## config.mk

```make
export PLATFORM = sky130hd
export DESIGN_NAME = spi_clock_divisor_search
export DESIGN_NICKNAME = d
export VERILOG_FILES = /design/src/rtl/core/scds_pkg.sv /design/src/rtl/core/scds_ctrl.sv /design/src/rtl/core/scds_dp.sv /design/src/rtl/core/spi_clock_divisor_search.sv
export VERILOG_INCLUDE_DIRS = /design/src /design/src/rtl/core
export SDC_FILE = /design/constraint.sdc
export NUM_CORES = 1
export LEC_CHECK = 0
export ABC_CLOCK_PERIOD_IN_PS = 9900
export BUFFER_PORTS_ARGS = -buffer_cell sky130_fd_sc_hd__buf_2
export CORE_MARGIN = 4
export CORE_UTILIZATION = 45
export CTS_CLUSTER_DIAMETER = 40
export CTS_CLUSTER_SIZE = 28
export DETAILED_ROUTE_END_ITERATION = 12
export PLACE_DENSITY = 0.6
export SYNTH_ARGS = -nofsm -noshare
export SYNTH_HDL_FRONTEND = slang
export SYNTH_HIERARCHICAL = 1
export SYNTH_SLANG_ARGS = --single-unit
```

## constraint.sdc

```tcl
create_clock -name clk -period 9.9 [get_ports clk]
set_clock_uncertainty 0.2 [all_clocks]
set_input_delay 0.99 -clock clk [delete_from_list [all_inputs] [get_ports clk]]
set_output_delay 0.99 -clock clk [all_outputs]
set_load 0.05 [all_outputs]
```

## src/rtl/core/spi_clock_divisor_search_assert.svh

```systemverilog
// Assertion macros shared by the clock divisor search modules.
`ifndef SPI_CLOCK_DIVISOR_SEARCH_ASSERT_SVH
`define SPI_CLOCK_DIVISOR_SEARCH_ASSERT_SVH

// Same-cycle implication, disabled while reset is asserted
`define SCDS_ASSERT_NOW(lbl, clk, rst_n, ante, cons) \
	lbl: assert property (@(posedge clk) disable iff (!rst_n) (ante) |-> (cons)) \
		else $error("scds assertion failed");

// Next-cycle implication, disabled while reset is asserted
`define SCDS_ASSERT_NEXT(lbl, clk, rst_n, ante, cons) \
	lbl: assert property (@(posedge clk) disable iff (!rst_n) (ante) |=> (cons)) \
		else $error("scds assertion failed");

`endif

```

## src/rtl/core/scds_pkg.sv

```systemverilog
// Types and constants of the serial clock divisor search.
`default_nettype none

package scds_pkg;

	localparam logic [7:0]  PRE_MIN   = 8'd2;
	localparam logic [7:0]  PRE_MAX   = 8'd254;
	localparam logic [8:0]  POST_MAX  = 9'd256;
	localparam logic [8:0]  POST_LAST = 9'd2;
	localparam logic [31:0] SRC_RESET = 32'd125000000;
	localparam logic [4:0]  DIV_LAST  = 5'd31;
	localparam logic [1:0]  ADDR_SRC  = 2'd0;

	typedef enum logic [2:0] {
		ST_IDLE,
		ST_PRE,
		ST_KMUL,
		ST_PINIT,
		ST_POST,
		ST_DINIT,
		ST_DIV,
		ST_FIN
	} state_t;

	// Commands from the controller to the datapath
	typedef struct packed {
		logic load;
		logic pre_step;
		logic k_mul;
		logic post_init;
		logic post_step;
		logic div_init;
		logic div_step;
		logic out_load;
		logic out_ok;
	} dp_cmd_t;

	// Status from the datapath to the controller
	typedef struct packed {
		logic bad_req;
		logic pre_hit;
		logic pre_last;
		logic post_hit;
		logic post_last;
		logic div_last;
	} dp_stat_t;

endpackage

`default_nettype wire

```

## src/rtl/core/scds_ctrl.sv

```systemverilog
// Sequencer of the divisor search: prescale scan, post scan, divide, output.
`default_nettype none

module scds_ctrl (
	input  wire logic              clk,
	input  wire logic              arst_n,
	input  wire logic              in_valid,
	output logic                   in_stall,
	output logic                   out_valid,
	input  wire logic              out_stall,
	output scds_pkg::dp_cmd_t      cmd,
	input  wire scds_pkg::dp_stat_t stat
);
	import scds_pkg::*;

	state_t state_q, state_d;
	logic   ok_q, ok_d;
	logic   out_valid_q;

	// State, result flag and output valid registers
	always_ff @(posedge clk or negedge arst_n) begin
		if (!arst_n) begin
			state_q     <= ST_IDLE;
			ok_q        <= 1'b0;
			out_valid_q <= 1'b0;
		end else begin
			state_q <= state_d;
			ok_q    <= ok_d;
			if (cmd.out_load) begin
				out_valid_q <= 1'b1;
			end else if (!out_stall) begin
				out_valid_q <= 1'b0;
			end
		end
	end

	assign out_valid = out_valid_q;

	// Next state and datapath commands
	always_comb begin
		state_d  = state_q;
		ok_d     = ok_q;
		cmd      = '0;
		cmd.out_ok = ok_q;
		in_stall = (state_q != ST_IDLE);
		case (state_q)
			ST_IDLE: begin
				if (in_valid) begin
					cmd.load = 1'b1;
					if (stat.bad_req) begin
						ok_d    = 1'b0;
						state_d = ST_FIN;
					end else begin
						state_d = ST_PRE;
					end
				end
			end
			ST_PRE: begin
				if (stat.pre_hit) begin
					state_d = ST_KMUL;
				end else if (stat.pre_last) begin
					ok_d    = 1'b0;
					state_d = ST_FIN;
				end else begin
					cmd.pre_step = 1'b1;
				end
			end
			ST_KMUL: begin
				cmd.k_mul = 1'b1;
				state_d   = ST_PINIT;
			end
			ST_PINIT: begin
				cmd.post_init = 1'b1;
				state_d       = ST_POST;
			end
			ST_POST: begin
				if (stat.post_hit) begin
					state_d = ST_DINIT;
				end else begin
					cmd.post_step = 1'b1;
					if (stat.post_last) begin
						state_d = ST_DINIT;
					end
				end
			end
			ST_DINIT: begin
				cmd.div_init = 1'b1;
				state_d      = ST_DIV;
			end
			ST_DIV: begin
				cmd.div_step = 1'b1;
				if (stat.div_last) begin
					ok_d    = 1'b1;
					state_d = ST_FIN;
				end
			end
			ST_FIN: begin
				if (!(out_valid_q && out_stall)) begin
					cmd.out_load = 1'b1;
					state_d      = ST_IDLE;
				end
			end
			default: begin
				state_d = ST_IDLE;
			end
		endcase
	end

	`include "spi_clock_divisor_search_assert.svh"

	// A waiting result is never overwritten
	`SCDS_ASSERT_NOW(a_no_overwrite, clk, arst_n, out_valid_q && out_stall, !cmd.out_load)
	// An accepted item always starts work
	`SCDS_ASSERT_NEXT(a_accept_busy, clk, arst_n, in_valid && !in_stall, state_q != ST_IDLE)

endmodule

`default_nettype wire

```

## src/rtl/core/scds_dp.sv

```systemverilog
// Datapath: prescale accumulator, post-divider scan and restoring divider.
`default_nettype none

module scds_dp (
	input  wire logic               clk,
	input  wire logic [31:0]        requested_hz,
	input  wire logic [31:0]        src,
	input  wire scds_pkg::dp_cmd_t  cmd,
	output scds_pkg::dp_stat_t      stat,
	output logic                    profile_valid,
	output logic [7:0]              prescale_value,
	output logic [8:0]              post_divider,
	output logic [31:0]             achieved_hz
);
	import scds_pkg::*;

	logic [31:0] req_q;
	logic [39:0] acc_q;     // prescale * request
	logic [7:0]  pre_q;
	logic [40:0] k_q;       // (request + 1) * prescale
	logic [48:0] prod_q;    // k * (post - 1)
	logic [8:0]  post_q;
	logic [15:0] dvs_q;
	logic [15:0] rem_q;
	logic [31:0] quo_q;
	logic [4:0]  cnt_q;

	logic [39:0] two_req;
	logic [32:0] req_inc;
	logic [40:0] k_next;
	logic [48:0] prod_init;
	logic [16:0] dvs_next;
	logic [16:0] trial;
	logic [16:0] diff;
	logic        ge;

	// Step arithmetic
	always_comb begin
		two_req   = {7'b0, req_q, 1'b0};
		req_inc   = {1'b0, req_q} + 33'd1;
		k_next    = {8'b0, req_inc} * {33'b0, pre_q};
		prod_init = {k_q, 8'b0} - {8'b0, k_q};
		dvs_next  = {9'b0, pre_q} * {8'b0, post_q};
		trial     = {rem_q, quo_q[31]};
		diff      = trial - {1'b0, dvs_q};
		ge        = (trial >= {1'b0, dvs_q});
	end

	// Status to the controller
	always_comb begin
		stat.bad_req   = (requested_hz == 32'd0) || (requested_hz > src);
		// src < acc * 256 is the same as src / 256 < acc
		stat.pre_hit   = ({16'b0, src[31:8]} < acc_q);
		stat.pre_last  = (pre_q == PRE_MAX);
		// src / d > req is the same as src >= (req + 1) * d
		stat.post_hit  = ({17'b0, src} >= prod_q);
		stat.post_last = (post_q == POST_LAST);
		stat.div_last  = (cnt_q == DIV_LAST);
	end

	// Working registers
	always_ff @(posedge clk) begin
		if (cmd.load) begin
			req_q <= requested_hz;
			pre_q <= PRE_MIN;
			acc_q <= {7'b0, requested_hz, 1'b0};
		end
		if (cmd.pre_step) begin
			pre_q <= pre_q + PRE_MIN;
			acc_q <= acc_q + two_req;
		end
		if (cmd.k_mul) begin
			k_q <= k_next;
		end
		if (cmd.post_init) begin
			prod_q <= prod_init;
			post_q <= POST_MAX;
		end
		if (cmd.post_step) begin
			prod_q <= prod_q - {8'b0, k_q};
			post_q <= post_q - 9'd1;
		end
		if (cmd.div_init) begin
			dvs_q <= dvs_next[15:0];
			rem_q <= '0;
			quo_q <= src;
			cnt_q <= '0;
		end
		if (cmd.div_step) begin
			rem_q <= ge ? diff[15:0] : trial[15:0];
			quo_q <= {quo_q[30:0], ge};
			cnt_q <= cnt_q + 5'd1;
		end
	end

	// Output item register
	always_ff @(posedge clk) begin
		if (cmd.out_load) begin
			profile_valid  <= cmd.out_ok;
			prescale_value <= cmd.out_ok ? pre_q : 8'd0;
			post_divider   <= cmd.out_ok ? post_q : 9'd0;
			achieved_hz    <= cmd.out_ok ? quo_q : 32'd0;
		end
	end

	`include "spi_clock_divisor_search_assert.svh"

	// Partial remainder stays below the divisor
	`SCDS_ASSERT_NOW(a_rem_range, clk, 1'b1, cmd.div_step, rem_q < dvs_q)
	// Prescale scan only advances over even values below the limit
	`SCDS_ASSERT_NOW(a_pre_range, clk, 1'b1, cmd.pre_step, !pre_q[0] && (pre_q < PRE_MAX))
	// Post scan never steps below one
	`SCDS_ASSERT_NOW(a_post_range, clk, 1'b1, cmd.post_step, post_q >= POST_LAST)

endmodule

`default_nettype wire

```

## src/rtl/core/spi_clock_divisor_search.sv

```systemverilog
// Serial clock divisor search: one result item per requested rate item.
// A zero request or one above the source skips the search and gives an invalid result; so
// does a prescale scan that would pass 254. Otherwise a scan of even prescale values (2..254)
// is followed by a post scan from 256 down (ending at 1 at the latest) and the divider.
// One item at a time: requests stall until the result is loaded, which out_stall can delay.
// Reset (arst_n low, asynchronous): idle, no result pending, source = 125000000.
`default_nettype none

module spi_clock_divisor_search (
	input  wire logic        clk,
	input  wire logic        arst_n,
	// request channel
	input  wire logic        in_valid,
	output logic             in_stall,
	input  wire logic [31:0] requested_hz,
	// result channel
	output logic             out_valid,
	input  wire logic        out_stall,
	output logic             profile_valid,
	output logic [7:0]       prescale_value,
	output logic [8:0]       post_divider,
	output logic [31:0]      achieved_hz,
	// configuration port
	input  wire logic        psel,
	input  wire logic        penable,
	input  wire logic        pwrite,
	input  wire logic [1:0]  paddr,
	input  wire logic [31:0] pwdata,
	output logic [31:0]      prdata,
	output logic             pready
);
	import scds_pkg::*;

	logic [31:0] src_q;
	dp_cmd_t     cmd;
	dp_stat_t    stat;

	// Source clock register
	always_ff @(posedge clk or negedge arst_n) begin
		if (!arst_n) begin
			src_q <= SRC_RESET;
		end else if (psel && penable && pwrite && (paddr == ADDR_SRC)) begin
			src_q <= pwdata;
		end
	end

	assign pready = 1'b1;
	assign prdata = (paddr == ADDR_SRC) ? src_q : 32'd0;

	scds_ctrl u_ctrl (
		.clk       (clk),
		.arst_n    (arst_n),
		.in_valid  (in_valid),
		.in_stall  (in_stall),
		.out_valid (out_valid),
		.out_stall (out_stall),
		.cmd       (cmd),
		.stat      (stat)
	);

	scds_dp u_dp (
		.clk            (clk),
		.requested_hz   (requested_hz),
		.src            (src_q),
		.cmd            (cmd),
		.stat           (stat),
		.profile_valid  (profile_valid),
		.prescale_value (prescale_value),
		.post_divider   (post_divider),
		.achieved_hz    (achieved_hz)
	);

endmodule

`default_nettype wire
```

==> results.sh <==
export IMPL_hpwl_um=64300
export IMPL_synth_avg_cell_area_um2=9.77
export IMPL_tightest_slew_ns=1.34
export IMPL_rrSetupSlack_ns=2.41
export IMPL_ys_flop_type="edfxtp_1"
export IMPL_tritoncts="built"
export IMPL_synth_seq_cells=330
export IMPL_met3_usage_pct=3.20
export IMPL_initial_core_util_pct=45.6
export IMPL_grt_pass1_vias=23332
export IMPL_cp_slowest_cell="nor3_1"
export IMPL_grt_max_degree=86
export IMPL_place_inst=4075
export IMPL_setup_viol=0
export IMPL_clock_sinks=330
export IMPL_wirelength_um=82300
export IMPL_hold_class="in -> async"
export IMPL_tns_ns=0
export IMPL_grt_use_total_pct=22.4
export IMPL_startpoint="u_dp/req_q[11]$_DFFE_PP_"
export IMPL_grt_setup_unrepaired="false"
export IMPL_reg2regPathDepth=21
export IMPL_period_needed_ns=7.49
export IMPL_io_pin_count=158
export IMPL_grt_busiest_layer="met2"
export IMPL_end_kind="flop"
export IMPL_clockRootBuffer="clkbuf_16"
export IMPL_place_congestion=0.904
export IMPL_worstSetupStartpointType="flop"
export IMPL_portBuffers=155
export IMPL_drv_slew=0
export IMPL_post_cts_buffers=0
export IMPL_fp_dieArea_um2=72500
export IMPL_crit_chain="nand4_1 -> nor2_1 -> and4_1 -> nand4_1 -> nor3_1 -> nand3_1 -> xor2_1 -> nor2b_1 -> fa_1 -> fa_1 -> fa_1 -> inv_1 -> fa_1 -> inv_1 -> ha_1 -> and3_1 -> a311oi_1 -> o21ai_0 -> o41ai_2 -> nand3_1 -> o211a_1"
export IMPL_post_drt_wl_per_cell_um=19.7
export IMPL_synth_top_area_cell="edfxtp_1"
export IMPL_final_cells=4188
export IMPL_arrival_ns=7.62
export IMPL_worst_hold_slack_ns=0.300
export IMPL_synthTopCellsByArea="edfxtp_1, ha_1, fa_1"
export IMPL_layout_common_cells="inv_1, ha_1, edfxtp_1"
export IMPL_crit_required_ns=10.04
export IMPL_cts_resized=0
export IMPL_r2r_start="u_dp/req_q[11]$_DFFE_PP_"
export IMPL_synth_cell_types=89
export IMPL_die_w_um=269
export IMPL_status="complete, no violations"
export IMPL_fmax_mhz=134
export IMPL_crit_path_max_incr_delay_ns=0.68
export IMPL_drv_cap=0
export IMPL_syn_cell_area_um2=30700
export IMPL_ys_seq_area_share_pct=31.7
export IMPL_final_common_cell="inv_1"
export IMPL_finalCritPeriodShare_pct=75.6
export IMPL_synth_warnings=6
export IMPL_synth_edf_count=293
export IMPL_num_fill_cells=6131
export IMPL_nNetsFinal=3836
export IMPL_layout_setup_ws_ns=2.41
export IMPL_grt_overflow=0
export IMPL_die_y_um=269
export IMPL_pre_cts_ws_ns=2.47
export IMPL_synthCells=3146
export IMPL_cts_path_max_buffers=3
export IMPL_drc=0
export IMPL_rows=95
export IMPL_critPathMostFrequentCell="fa_1"
export IMPL_yosysTopAreaCellShare_pct=28.6
export IMPL_cts_hold_buf=0
export IMPL_crit_fanout=11
export IMPL_grt_use_met2_pct=36.4
export IMPL_vias=23267
export IMPL_initialDrtViolationCount=1851
export IMPL_design_core_area_um2=67400
export IMPL_drive_gt1_share_pct=11.4
export IMPL_crit_type="reg -> reg"
export IMPL_path_clk_slew_ns=0.05
export IMPL_reg2reg_to="u_dp/k_q[40]$_DFFE_PP_"
export IMPL_synth_nets=3718
export IMPL_grt_pass1_wl_um=132000
export IMPL_drtAntennaViolNets=0
export IMPL_dr_pass1_iters=5
export IMPL_numCtsBuffers=60
export IMPL_antenna_found_initial=0
export IMPL_cts_htree_levels=2
export IMPL_hold_viol_final=0
export IMPL_area_growth_pct=11.7
export IMPL_use_met1_pct=31.8
export IMPL_vias_per_cell=5.56
export IMPL_async_reset_ff_share_pct=11.2
export IMPL_slew_headroom_pct=10.0
export IMPL_clk_latency_ns=0.64
[cells by family (layout without fill, tap and decap cells)]
kind of cell	count (synthesis)	in the layout	synth area share (%)
adder cells (fa/ha/maj)	499	499	25.0
buffers and inverters	510	678	6.49
other	2	3	0.0244
flip-flops	330	330	31.7
AND/OR/NAND/NOR	986	986	17.2
AO/OA/AOI/OAI	573	573	11.7
XOR/XNOR	168	168	4.81
multiplexers	78	78	3.14
[registers in the layout, indices dropped and copies added, names as in the netlist, 16 cells and up]
| register | flops |
|---|---|
| u_dp/prod_q | 49 |
| u_dp/k_q | 40 |
| u_dp/acc_q | 39 |
| src_q | 32 |
| u_dp/achieved_hz | 32 |
| u_dp/quo_q | 32 |
| u_dp/req_q | 32 |
| u_dp/rem_q | 16 |
[cell usage after synthesis, types with 5 or more instances]
| cell type | n |
|---|---|
| nand4_1 | 44 |
| dfstp_2 | 13 |
| a21oi_1 | 177 |
| xor2_1 | 71 |
| nor2_1 | 114 |
| or3_1 | 9 |
| mux2_4 | 31 |
| and3_1 | 25 |
| or2_2 | 7 |
| dfrtp_1 | 24 |
| xnor2_1 | 96 |
| buf_1 | 7 |
| o31ai_1 | 10 |
| nor3_1 | 37 |
| a211oi_1 | 10 |
| fa_1 | 190 |
| a31oi_1 | 17 |
| inv_1 | 390 |
| clkbuf_1 | 103 |
| and2_1 | 162 |
| nor2b_1 | 236 |
| edfxtp_1 | 293 |
| and4_1 | 8 |
| nand3_1 | 59 |
| nand2_1 | 216 |
| o2111ai_1 | 7 |
| o21a_1 | 18 |
| nor4_1 | 25 |
| o211ai_1 | 13 |
| a311oi_1 | 5 |
| o21ai_0 | 153 |
| nand2b_1 | 23 |
| ha_1 | 309 |
| a21o_1 | 80 |
| mux2i_1 | 24 |
| o21bai_1 | 20 |
| a22oi_1 | 5 |
| mux2_2 | 23 |
[stage by stage]
| stage | utilization (%) | area [µm²] |
|---|---|---|
| floorplan | - | 30700 |
| global placement | 47.9 | 32300 |
| detailed placement | 47.9 | 32300 |
| CTS | 50.9 | 34300 |
| global route | 50.9 | 34300 |
| finish | 50.9 | 34300 |
[final cells by class]
cell class | count | area, µm² | share of cell area (%)
Antenna cell | 1 | 2.50 | 0.00729
Clock buffer | 66 | 1520 | 4.44
Clock inverter | 46 | 529 | 1.54
Inverter | 390 | 1460 | 4.27
Multi-Input combinational cell | 2306 | 19000 | 55.4
Sequential cell | 330 | 9740 | 28.4
Tap cell | 873 | 1090 | 3.18
Timing Repair Buffer | 176 | 933 | 2.72
[worst max-delay path by stage]
stage / slack [ns] / cells past startpoint / endpoint
floorplan: 3.39 / 25 / u_dp/k_q[40]$_DFFE_PP_
detailed placement: 2.47 / 24 / u_dp/k_q[40]$_DFFE_PP_
finish: 2.41 / 21 / u_dp/k_q[40]$_DFFE_PP_
global placement: 2.67 / 24 / u_dp/k_q[40]$_DFFE_PP_
global route: 1.86 / 24 / u_dp/k_q[40]$_DFFE_PP_
CTS: 2.38 / 24 / u_dp/k_q[40]$_DFFE_PP_
[metal layers]
metal / share of wire [%] / wire, µm / vias to the layer above
li1: - / - / 11016
met1: 46 / 37700 / 11405
met2: 46 / 37600 / 730
met3: 6.2 / 5110 / 116
met4: 2.3 / 1880 / 0
met5: 0 / 0 / -
[critical path: cells and delay by family, from the launching register on]
family	cells	cell delay (ns)
compound gates	4	1.09
xor+xnor	1	0.59
fa+ha+maj	5	2.48
buf+inv	2	0.10
flops	1	0.49
simple gates	9	2.21
Power is not shown: default switching activity piles up to over one toggle a cycle in this logic, so the estimate is an artifact.
